--- config.mk ---
export PLATFORM = sky130hd
export DESIGN_NAME = frame_schedule_wakeup_scanner_top
export DESIGN_NICKNAME = d
export VERILOG_FILES = /design/src/design/fsws_pkg.sv /design/src/design/fsws_mod.sv /design/src/design/frame_schedule_wakeup_scanner_top.sv
export SDC_FILE = /design/constraint.sdc
export NUM_CORES = 2
export LEC_CHECK = 0
export BUFFER_PORTS_ARGS = -buffer_cell sky130_fd_sc_hd__buf_2
export CAP_MARGIN = 20
export CORE_AREA = 2 2 440 442
export CTS_CLUSTER_DIAMETER = 100
export DETAILED_ROUTE_END_ITERATION = 16
export DIE_AREA = 0 0 442 444
export GPL_TIMING_DRIVEN = 0
export PLACE_DENSITY_LB_ADDON = 0.15
export SLEW_MARGIN = 40
export SYNTH_ARGS = -nofsm -noshare
export SYNTH_HDL_FRONTEND = slang
export SYNTH_HIERARCHICAL = 1
export SYNTH_SLANG_ARGS = --single-unit
--- constraint.sdc ---
create_clock -name clk_i -period 12.4 [get_ports clk_i]
set_clock_uncertainty 0.2 [all_clocks]
set_input_delay 1.24 -clock clk_i [delete_from_list [all_inputs] [get_ports clk_i]]
set_output_delay 1.24 -clock clk_i [all_outputs]
set_load 0.02 [all_outputs]
--- src/design/fsws_pkg.sv ---
// ----------------------------------------------------------------------------
// fsws_pkg
// Shared types and constants for the frame schedule wakeup scanner.
// ----------------------------------------------------------------------------
`default_nettype none

package fsws_pkg;

  localparam int unsigned TableDepthDef = 32;
  localparam int unsigned MaxResults    = 32;
  localparam int unsigned ValW          = 16;
  localparam int unsigned CfgAddrW      = 8;
  localparam int unsigned CfgDataW      = 16;

  localparam logic [ValW-1:0] FramesPerMajorRst = 16'd40;

  // register indexes of the config channel
  localparam logic [CfgAddrW-1:0] CfgFramesPerMajor = 8'd0;
  localparam logic [CfgAddrW-1:0] CfgEntriesInUse   = 8'd1;

  // request kinds carried on tuser
  localparam logic ReqTick  = 1'b0;
  localparam logic ReqWrite = 1'b1;

  // one schedule table row; res tracks minor_count mod div
  typedef struct packed {
    logic [ValW-1:0] res;
    logic [ValW-1:0] off;
    logic [ValW-1:0] div;
    logic [ValW-1:0] id;
  } entry_t;

  typedef struct packed {
    logic            start;
    logic [ValW-1:0] dividend;
    logic [ValW-1:0] divisor;
  } div_req_t;

endpackage

`default_nettype wire

--- src/design/fsws_mod.sv ---
// ----------------------------------------------------------------------------
// fsws_mod
// Bit-serial restoring remainder unit, one quotient bit per cycle.
// ----------------------------------------------------------------------------
`default_nettype none

module fsws_mod
  import fsws_pkg::*;
(
  input  wire logic            clk_i,
  input  wire logic            rst_ni,
  input  wire div_req_t        req_i,
  output logic                 done_o,
  output logic [ValW-1:0]      rem_o
);

  localparam int unsigned CntW = $clog2(ValW);

  logic            busy_q, busy_d;
  logic            done_q, done_d;
  logic [CntW-1:0] cnt_q, cnt_d;
  logic [ValW-1:0] dvd_q, dvd_d;
  logic [ValW-1:0] dvs_q, dvs_d;
  logic [ValW-1:0] rem_q, rem_d;
  logic [ValW:0]   trial;

  always_comb begin
    busy_d = busy_q;
    done_d = 1'b0;
    cnt_d  = cnt_q;
    dvd_d  = dvd_q;
    dvs_d  = dvs_q;
    rem_d  = rem_q;
    trial  = {rem_q, dvd_q[ValW-1]};
    if (req_i.start) begin
      busy_d = 1'b1;
      cnt_d  = CntW'(ValW - 1);
      dvd_d  = req_i.dividend;
      dvs_d  = req_i.divisor;
      rem_d  = '0;
    end else if (busy_q) begin
      if (trial >= {1'b0, dvs_q}) begin
        rem_d = ValW'(trial - {1'b0, dvs_q});
      end else begin
        rem_d = trial[ValW-1:0];
      end
      dvd_d = {dvd_q[ValW-2:0], 1'b0};
      cnt_d = cnt_q - 1'b1;
      if (cnt_q == '0) begin
        busy_d = 1'b0;
        done_d = 1'b1;
      end
    end
  end

  always_ff @(posedge clk_i or negedge rst_ni) begin
    if (!rst_ni) begin
      busy_q <= 1'b0;
      done_q <= 1'b0;
      cnt_q  <= '0;
    end else begin
      busy_q <= busy_d;
      done_q <= done_d;
      cnt_q  <= cnt_d;
    end
  end

  always_ff @(posedge clk_i) begin
    dvd_q <= dvd_d;
    dvs_q <= dvs_d;
    rem_q <= rem_d;
  end

  assign done_o = done_q;
  assign rem_o  = rem_q;

  a_start_idle: assert property (@(posedge clk_i) disable iff (!rst_ni)
    req_i.start |-> !busy_q)
    else $error("remainder unit restarted while busy");

  a_done_len: assert property (@(posedge clk_i) disable iff (!rst_ni)
    done_q |-> !busy_q && $past(busy_q))
    else $error("done without a finished run");

  a_busy_start: assert property (@(posedge clk_i) disable iff (!rst_ni)
    $rose(busy_q) |-> $past(req_i.start))
    else $error("busy without a start");

endmodule

`default_nettype wire

--- src/design/frame_schedule_wakeup_scanner_top.sv ---
// ----------------------------------------------------------------------------
// frame_schedule_wakeup_scanner_top
// Minor/major frame cyclic scheduler with a loadable schedule table.
// ----------------------------------------------------------------------------
// The table lives in one synchronous RAM whose rows hold wakeup id, divisor,
// phase offset and a running residue (minor frame mod divisor). For a write
// word the residue of the current minor frame is found by a bit-serial
// remainder unit, then the row is stored. For a tick word every row passes
// through read-modify-write at one row per cycle unless the output stalls
// (the RAM read is registered), its residue advanced for the next minor
// frame; rows below entries_in_use (capped at TABLE_DEPTH and MaxResults)
// that match give results. One result is held back so that
// tlast can mark the final match; a stalled output holds the scan.
// ----------------------------------------------------------------------------
`default_nettype none

module frame_schedule_wakeup_scanner_top
  import fsws_pkg::*;
#(
  parameter int unsigned TABLE_DEPTH = TableDepthDef
) (
  input  wire logic                clk_i,
  input  wire logic                rst_ni,
  // config write channel
  input  wire logic                cfg_valid_i,
  output logic                     cfg_ready_o,
  input  wire logic [CfgAddrW-1:0] cfg_index_i,
  input  wire logic [CfgDataW-1:0] cfg_data_i,
  // input stream
  input  wire logic                s_axis_tvalid,
  output logic                     s_axis_tready,
  // entry_index[4:0], wakeup_id[20:5], divisor[36:21], phase_offset[52:37]
  input  wire logic [55:0]         s_axis_tdata,
  // req_type[0]
  input  wire logic                s_axis_tuser,
  // result stream
  output logic                     m_axis_tvalid,
  input  wire logic                m_axis_tready,
  // fired_id[15:0], minor_at_fire[31:16], major_at_fire[63:32]
  output logic [63:0]              m_axis_tdata,
  output logic                     m_axis_tlast
);

  localparam int unsigned AW      = (TABLE_DEPTH > 1) ? $clog2(TABLE_DEPTH) : 1;
  localparam int unsigned ScanCap = (TABLE_DEPTH < MaxResults) ? TABLE_DEPTH : MaxResults;

  typedef enum logic [1:0] {
    StIdle,
    StDiv,
    StScan,
    StFin
  } state_e;

  state_e          state_q;
  logic [ValW-1:0] fpm_q;
  logic [5:0]      eiu_q;
  logic [ValW-1:0] minor_q;
  logic [31:0]     major_q;
  logic [AW-1:0]   idx_q;

  logic [AW-1:0]   wr_idx_q;
  logic [ValW-1:0] wr_id_q, wr_div_q, wr_off_q;

  logic            pend_valid_q;
  logic [ValW-1:0] pend_id_q;

  logic            out_valid_q;
  logic [63:0]     out_data_q;
  logic            out_last_q;

  // table RAM
  entry_t          mem_q [TABLE_DEPTH];
  entry_t          rdata_q;
  logic [AW-1:0]   rd_addr;
  logic            mem_we;
  logic [AW-1:0]   mem_wa;
  entry_t          mem_wd;

  // remainder unit
  div_req_t        div_req;
  logic            div_done;
  logic [ValW-1:0] div_rem;

  // input fields
  logic            in_acc;
  logic [4:0]      in_idx;
  logic [ValW-1:0] in_id, in_div, in_off;
  logic [6:0]      in_idx_ext;
  logic            in_idx_ok;

  // scan step
  logic [ValW:0]   minor_inc;
  logic            wrap;
  logic [ValW-1:0] minor_nx;
  logic [6:0]      scan_n;
  logic            in_scan;
  logic            fires;
  logic            out_free;
  logic            stall;
  logic            scan_go;
  logic            push;
  logic            last_row;
  logic [AW-1:0]   idx_nx;
  logic [ValW:0]   res_inc;
  logic [ValW-1:0] res_nx;

  assign cfg_ready_o   = 1'b1;
  assign s_axis_tready = (state_q == StIdle);
  assign in_acc        = s_axis_tvalid && s_axis_tready;
  assign in_idx        = s_axis_tdata[4:0];
  assign in_id         = s_axis_tdata[20:5];
  assign in_div        = s_axis_tdata[36:21];
  assign in_off        = s_axis_tdata[52:37];
  assign in_idx_ext    = 7'(in_idx);
  assign in_idx_ok     = in_idx_ext < 7'(TABLE_DEPTH);

  assign div_req.start    = in_acc && (s_axis_tuser == ReqWrite) && in_idx_ok;
  assign div_req.dividend = minor_q;
  assign div_req.divisor  = in_div;

  fsws_mod u_mod (
    .clk_i  (clk_i),
    .rst_ni (rst_ni),
    .req_i  (div_req),
    .done_o (div_done),
    .rem_o  (div_rem)
  );

  always_comb begin
    minor_inc = {1'b0, minor_q} + 17'd1;
    wrap      = minor_inc >= {1'b0, fpm_q};
    minor_nx  = wrap ? '0 : minor_inc[ValW-1:0];
    scan_n    = (7'(eiu_q) > 7'(ScanCap)) ? 7'(ScanCap) : 7'(eiu_q);
    in_scan   = 7'(idx_q) < scan_n;
    fires     = in_scan && (rdata_q.div != '0) && (rdata_q.res == rdata_q.off);
    out_free  = !out_valid_q || m_axis_tready;
    stall     = fires && pend_valid_q && !out_free;
    scan_go   = (state_q == StScan) && !stall;
    // held result moves to the output register
    push      = pend_valid_q && ((scan_go && fires) || ((state_q == StFin) && out_free));
    last_row  = idx_q == AW'(TABLE_DEPTH - 1);
    idx_nx    = last_row ? '0 : AW'(idx_q + 1'b1);
    rd_addr   = scan_go ? idx_nx : idx_q;
    // next residue for the following minor frame
    res_inc   = {1'b0, rdata_q.res} + 17'd1;
    res_nx    = (wrap || (res_inc == {1'b0, rdata_q.div})) ? '0 : res_inc[ValW-1:0];

    mem_we = 1'b0;
    mem_wa = idx_q;
    mem_wd = rdata_q;
    if (state_q == StDiv && div_done) begin
      mem_we     = 1'b1;
      mem_wa     = wr_idx_q;
      mem_wd.id  = wr_id_q;
      mem_wd.div = wr_div_q;
      mem_wd.off = wr_off_q;
      mem_wd.res = (wr_div_q == '0) ? '0 : div_rem;
    end else if (scan_go) begin
      mem_we     = 1'b1;
      mem_wd.res = res_nx;
    end
  end

  always_ff @(posedge clk_i) begin
    if (mem_we) begin
      mem_q[mem_wa] <= mem_wd;
    end
    rdata_q <= mem_q[rd_addr];
  end

  always_ff @(posedge clk_i or negedge rst_ni) begin
    if (!rst_ni) begin
      state_q      <= StIdle;
      fpm_q        <= FramesPerMajorRst;
      eiu_q        <= '0;
      minor_q      <= '0;
      major_q      <= '0;
      idx_q        <= '0;
      pend_valid_q <= 1'b0;
      pend_id_q    <= '0;
      out_valid_q  <= 1'b0;
      out_data_q   <= '0;
      out_last_q   <= 1'b0;
    end else begin
      if (cfg_valid_i && cfg_ready_o) begin
        case (cfg_index_i)
          CfgFramesPerMajor: fpm_q <= cfg_data_i[ValW-1:0];
          CfgEntriesInUse:   eiu_q <= cfg_data_i[5:0];
          default: ;
        endcase
      end
      if (push) begin
        out_valid_q <= 1'b1;
      end else if (m_axis_tready) begin
        out_valid_q <= 1'b0;
      end
      case (state_q)
        StIdle: begin
          idx_q <= '0;
          if (in_acc) begin
            if (s_axis_tuser == ReqTick) begin
              state_q <= StScan;
            end else if (in_idx_ok) begin
              state_q <= StDiv;
            end
          end
        end
        StDiv: begin
          if (div_done) begin
            state_q <= StIdle;
          end
        end
        StScan: begin
          if (scan_go) begin
            if (fires) begin
              if (pend_valid_q) begin
                out_data_q  <= {major_q, minor_q, pend_id_q};
                out_last_q  <= 1'b0;
              end
              pend_valid_q <= 1'b1;
              pend_id_q    <= rdata_q.id;
            end
            idx_q <= idx_nx;
            if (last_row) begin
              state_q <= StFin;
            end
          end
        end
        StFin: begin
          if (!pend_valid_q || out_free) begin
            if (pend_valid_q) begin
              out_data_q  <= {major_q, minor_q, pend_id_q};
              out_last_q  <= 1'b1;
            end
            pend_valid_q <= 1'b0;
            minor_q      <= minor_nx;
            if (wrap) begin
              major_q <= major_q + 32'd1;
            end
            state_q <= StIdle;
          end
        end
        default: state_q <= StIdle;
      endcase
    end
  end

  always_ff @(posedge clk_i) begin
    if (in_acc) begin
      wr_idx_q <= AW'(in_idx_ext);
      wr_id_q  <= in_id;
      wr_div_q <= in_div;
      wr_off_q <= in_off;
    end
  end

  assign m_axis_tvalid = out_valid_q;
  assign m_axis_tdata  = out_data_q;
  assign m_axis_tlast  = out_last_q;

  a_idle_no_pend: assert property (@(posedge clk_i) disable iff (!rst_ni)
    (state_q == StIdle) |-> !pend_valid_q)
    else $error("held result left over after scan");

  a_minor_at_fin: assert property (@(posedge clk_i) disable iff (!rst_ni)
    !$stable(minor_q) |-> $past(state_q == StFin))
    else $error("minor frame moved outside scan end");

  a_we_owner: assert property (@(posedge clk_i) disable iff (!rst_ni)
    mem_we |-> (state_q == StScan) || (state_q == StDiv))
    else $error("table written while idle");

  a_push_room: assert property (@(posedge clk_i) disable iff (!rst_ni)
    (out_valid_q && !m_axis_tready) |=> out_valid_q && $stable(out_last_q))
    else $error("pending result overwritten");

endmodule

`default_nettype wire
==> summary.txt <==
Hold path
  – Worst min path class: in -> async

Global route
  – Largest net degree at the start of global routing: 63
  – GRT met1 Usage: 41.6%
  – Top Usage Layer GRT: met2
  – Met3 Usage GRT: 6.74%
  – GRT met2 Usage: 47.5%
  – Gr usage total: 30.6%
  – Final global-route overflow total: 0
  – Vias in the first global route: 59,300
  – First-pass GRT wire length: 431,000 µm
  – Initial antenna violation count: 33

Detailed routing
  – DR vias: 61,600
  – Routed length per instance: 31.3 µm
  – DRT Wirelength: 305,000 µm
  – Via density: 6.32
  – Initial DRC Count: 8,184
  – DR pass1 iterations: 6
  – DR DRC count: 0
  – Routed Antenna Nets: 0

Synthesis
  – Yosys cell types: 93
  – Post-synth top area cell: edfxtp_1
  – Most common flop cell mapped by yosys: edfxtp_1
  – Seq cells post-synth: 2,379
  – Number of synthesis warnings: 6
  – EDFF count, synth: 2,133
  – Syn Area/Cell: 14.8 µm²
  – Mapped Nets: 6,560
  – Post-synth top area share: 67.1%
  – Synth Cell Area: 0.0955 mm²
  – Async S/R FF share, synth: 6.98%
  – Area contributors post-synth: edfxtp_1 (67%), dfrtp_1 (4.3%), mux2i_1 (4.0%), nand2_1 (4.0%), a211oi_1 (2.0%)
  – Sequential area share after synthesis: 73.1%
  – Cells after Synth: 6,431

Setup path
  – CP Depth: 14
  – Startpoint Class: flip-flop
  – CP max stage delay: 0.85 ns
  – Critical Path AT: 8.09 ns
  – Worst-path fanout max: 10
  – Top cell by count, worst path: buf_2
  – Critical path class: reg -> reg
  – Worst Setup End Kind: flip-flop
  – R2R depth: 14
  – CP Buf/Inv Count: 4
  – Critical Path RT: 12.87 ns
  – Family with the most delay on the worst path: buffers and inverters
  – CP max stage cell: buf_2
  – Cells along the critical path: inv_1, nand2_1, ha_1, a21o_1, a221oi_1, nand4_1, o31ai_4, mux2i_1, buf_2, buf_2, clkbuf_1, a2111oi_0, nor4_1, a22oi_1

STA
  – Hold Vio Cnt, Final: 0
  – Unrepaired setup endpoints after global routing: no
  – Setup Total Neg Slack: 0 ns
  – Worst Slack Setup Final: 4.78 ns
  – Min Tclk post-route: 7.62 ns
  – Fmax: 0.131 GHz
  – Final Max Slew Viols: 0
  – Actual slew at the worst max-slew pin: 0.989 ns
  – Part of the cycle the worst path needs: 61.5%
  – Rel. slew slack: 34.0%
  – Final setup violation count: 0

Power and ir drop
  – Peak VDD IR: 0.000168 V
  – Leak pwr: 40.5 nW
  – Pwr per Cell Area: 155 mW/mm²

Clock tree
  – Setup bufs post-CTS: 0
  – Clock transition at path regs: 0.06 ns
  – CTS max path bufs: 3
  – Hold Buf Count CTS: 0
  – TritonCTS clock tree: built
  – Clk_lat worst skew: 0.89 ns
  – H-tree depth: 4
  – Post_cts resized: 0
  – CTS Sinks: 2,379
  – Root Driver: clkbuf_16
  – CTS Buf Count: 237

Floorplan
  – Starting Density: 49.8%
  – Core ar.: 0.192 mm²
  – Die height: 444 µm
  – Die Area: 0.196 mm²
  – Total I/O pin count: 154
  – Num rows: 161
  – Die width: 442 µm

Placed design
  – Place WS: 5.23 ns
  – HPWL Detailed: 221,000 µm
  – I/O Buffers: 149
  – Placer Congestion: 0.896

Job
  – Max-cap viol count: 0

Cells and area
  – Area Growth Syn to Fin: 16.6%
  – Share of layout cells above drive strength 1: 15.9%
  – # fillers: 14,800
  – Nets: 7,132

Outcome
  – Status: finished clean
[synth_stat cells, types with 4 or more instances]
master,count
a21o_2,4
buf_6,13
a211oi_1,259
o22ai_1,127
nand2b_1,12
and3_1,281
o32ai_1,61
o211ai_1,4
dfrtp_1,164
nand2_1,1009
ha_1,42
mux2_2,104
a22oi_1,22
nor4b_1,4
a41oi_1,63
clkbuf_1,274
a21oi_1,27
o221ai_1,127
and2_1,7
o21ai_1,8
buf_4,9
o31ai_1,4
a31oi_1,190
nand4_1,20
nor4_1,16
inv_1,47
o21ai_0,127
nand3_1,198
nor2_1,84
buf_1,33
a221oi_2,43
o21a_1,6
xor2_1,40
a311oi_1,79
nor2b_1,9
nor3_1,19
mux2i_1,385
a221oi_1,18
xnor2_1,65
a22o_1,6
dfxtp_1,80
a21o_1,9
edfxtp_1,2133
buf_2,127
[final timing paths]
| path | startpoint | to | slack, ns |
|---|---|---|---|
| setup / recovery | eiu_q[5] | rdata_q[62] | 4.78 |
| hold / removal | rst_ni | major_q[17] | 0.09 |
| setup reg to reg | eiu_q[5] | rdata_q[62] | 4.78 |
| min in group clk_i | m_axis_tdata[48] | m_axis_tdata[48] | 0.29 |
| max in group asynchronous | rst_ni | fpm_q[3] | 11.24 |
| hold reg to reg | m_axis_tdata[48] | m_axis_tdata[48] | 0.29 |
[layout make-up]
type | instances | area (µm²) | area share (%)
multi-input cells | 3543 | 24000 | 21.6
diodes | 14 | 35.0 | 0.0315
clock inverters | 130 | 1060 | 0.955
well taps | 2526 | 3160 | 2.84
inverters | 48 | 180 | 0.162
clock buffers | 317 | 6560 | 5.89
flip-flops and latches | 2379 | 69800 | 62.7
repair buffers | 333 | 4410 | 3.97
plain buffers | 461 | 2080 | 1.86
[layer usage]
metal  vias to the layer above  routed length (µm)
met3                       614               31800
li1                      26300                   -
met1                     31400              119000
met4                        20               14900
met5                         -                 133
met2                      3281              139000
[power breakdown]
part	internal, W	total, W	switching, W
clock network	0.00399	0.00705	0.00307
registers	0.00900	0.00919	0.000199
logic	0.000331	0.00102	0.000685
total	0.0133	0.0173	0.00395
[layout by cell type (no fill, tap or decap), types with 20 or more instances in the layout]
cell	count
edfxtp_1	2133
a31oi_1	189
and3_1	281
buf_8	99
xor2_1	40
clkbuf_8	23
dfrtp_1	164
clkbuf_16	242
inv_1	47
dfxtp_1	80
nor2_4	34
buf_16	76
a311oi_1	79
nand2_1	958
o22ai_1	127
a221oi_2	44
buf_1	29
o32ai_1	60
clkinv_1	52
nand2_2	52
a22oi_1	20
o221ai_1	127
a211oi_1	259
mux2_2	104
o21ai_0	121
nor2_1	50
a41oi_1	63
nand4_1	20
buf_2	281
mux2i_1	385
clkbuf_2	20
a21oi_1	26
nand3_1	190
xnor2_1	65
ha_1	42
clkinv_2	49
clkbuf_1	309
[sequential cells by signal, summed over array words and instances, names as in the netlist, 32 cells and up]
register / cells
rdata_q: 64
major_q: 32
mem_q: 2048
m_axis_tdata: 64
[metrics by stage]
stage | std cells | util, % | hold WS [ns] | total power [W] | area (µm²)
after floorplan | 6431 | - | 0.242 | 0.00987 | 95500
after global placement | 9106 | 51.9 | 0.266 | 0.0103 | 99400
after detailed placement | 9290 | 54.1 | 0.277 | 0.0104 | 104000
after CTS | 9737 | 58.1 | 0.0684 | 0.0173 | 111000
after global routing | 9739 | 58.1 | 0.0983 | 0.0177 | 111000
final | 9751 | 58.1 | 0.0903 | 0.0173 | 111000
[logic make-up (layout without fill, tap and decap cells)]
kind of cell             after synthesis  in the layout  share of synthesized area (%)
AND/OR/NAND/NOR                     1687           1687                           8.00
adder cells (fa/ha/maj)               43             43                          0.571
other                                  1             15                        0.00393
buffers and inverters                509           1289                           2.33
XOR/XNOR                             106            106                          0.987
AO/OA/AOI/OAI                       1216           1216                           9.69
flip-flops                          2379           2379                           73.1
multiplexers                         490            490                           5.29
Note: power is estimated with default switching activity, not from simulation.
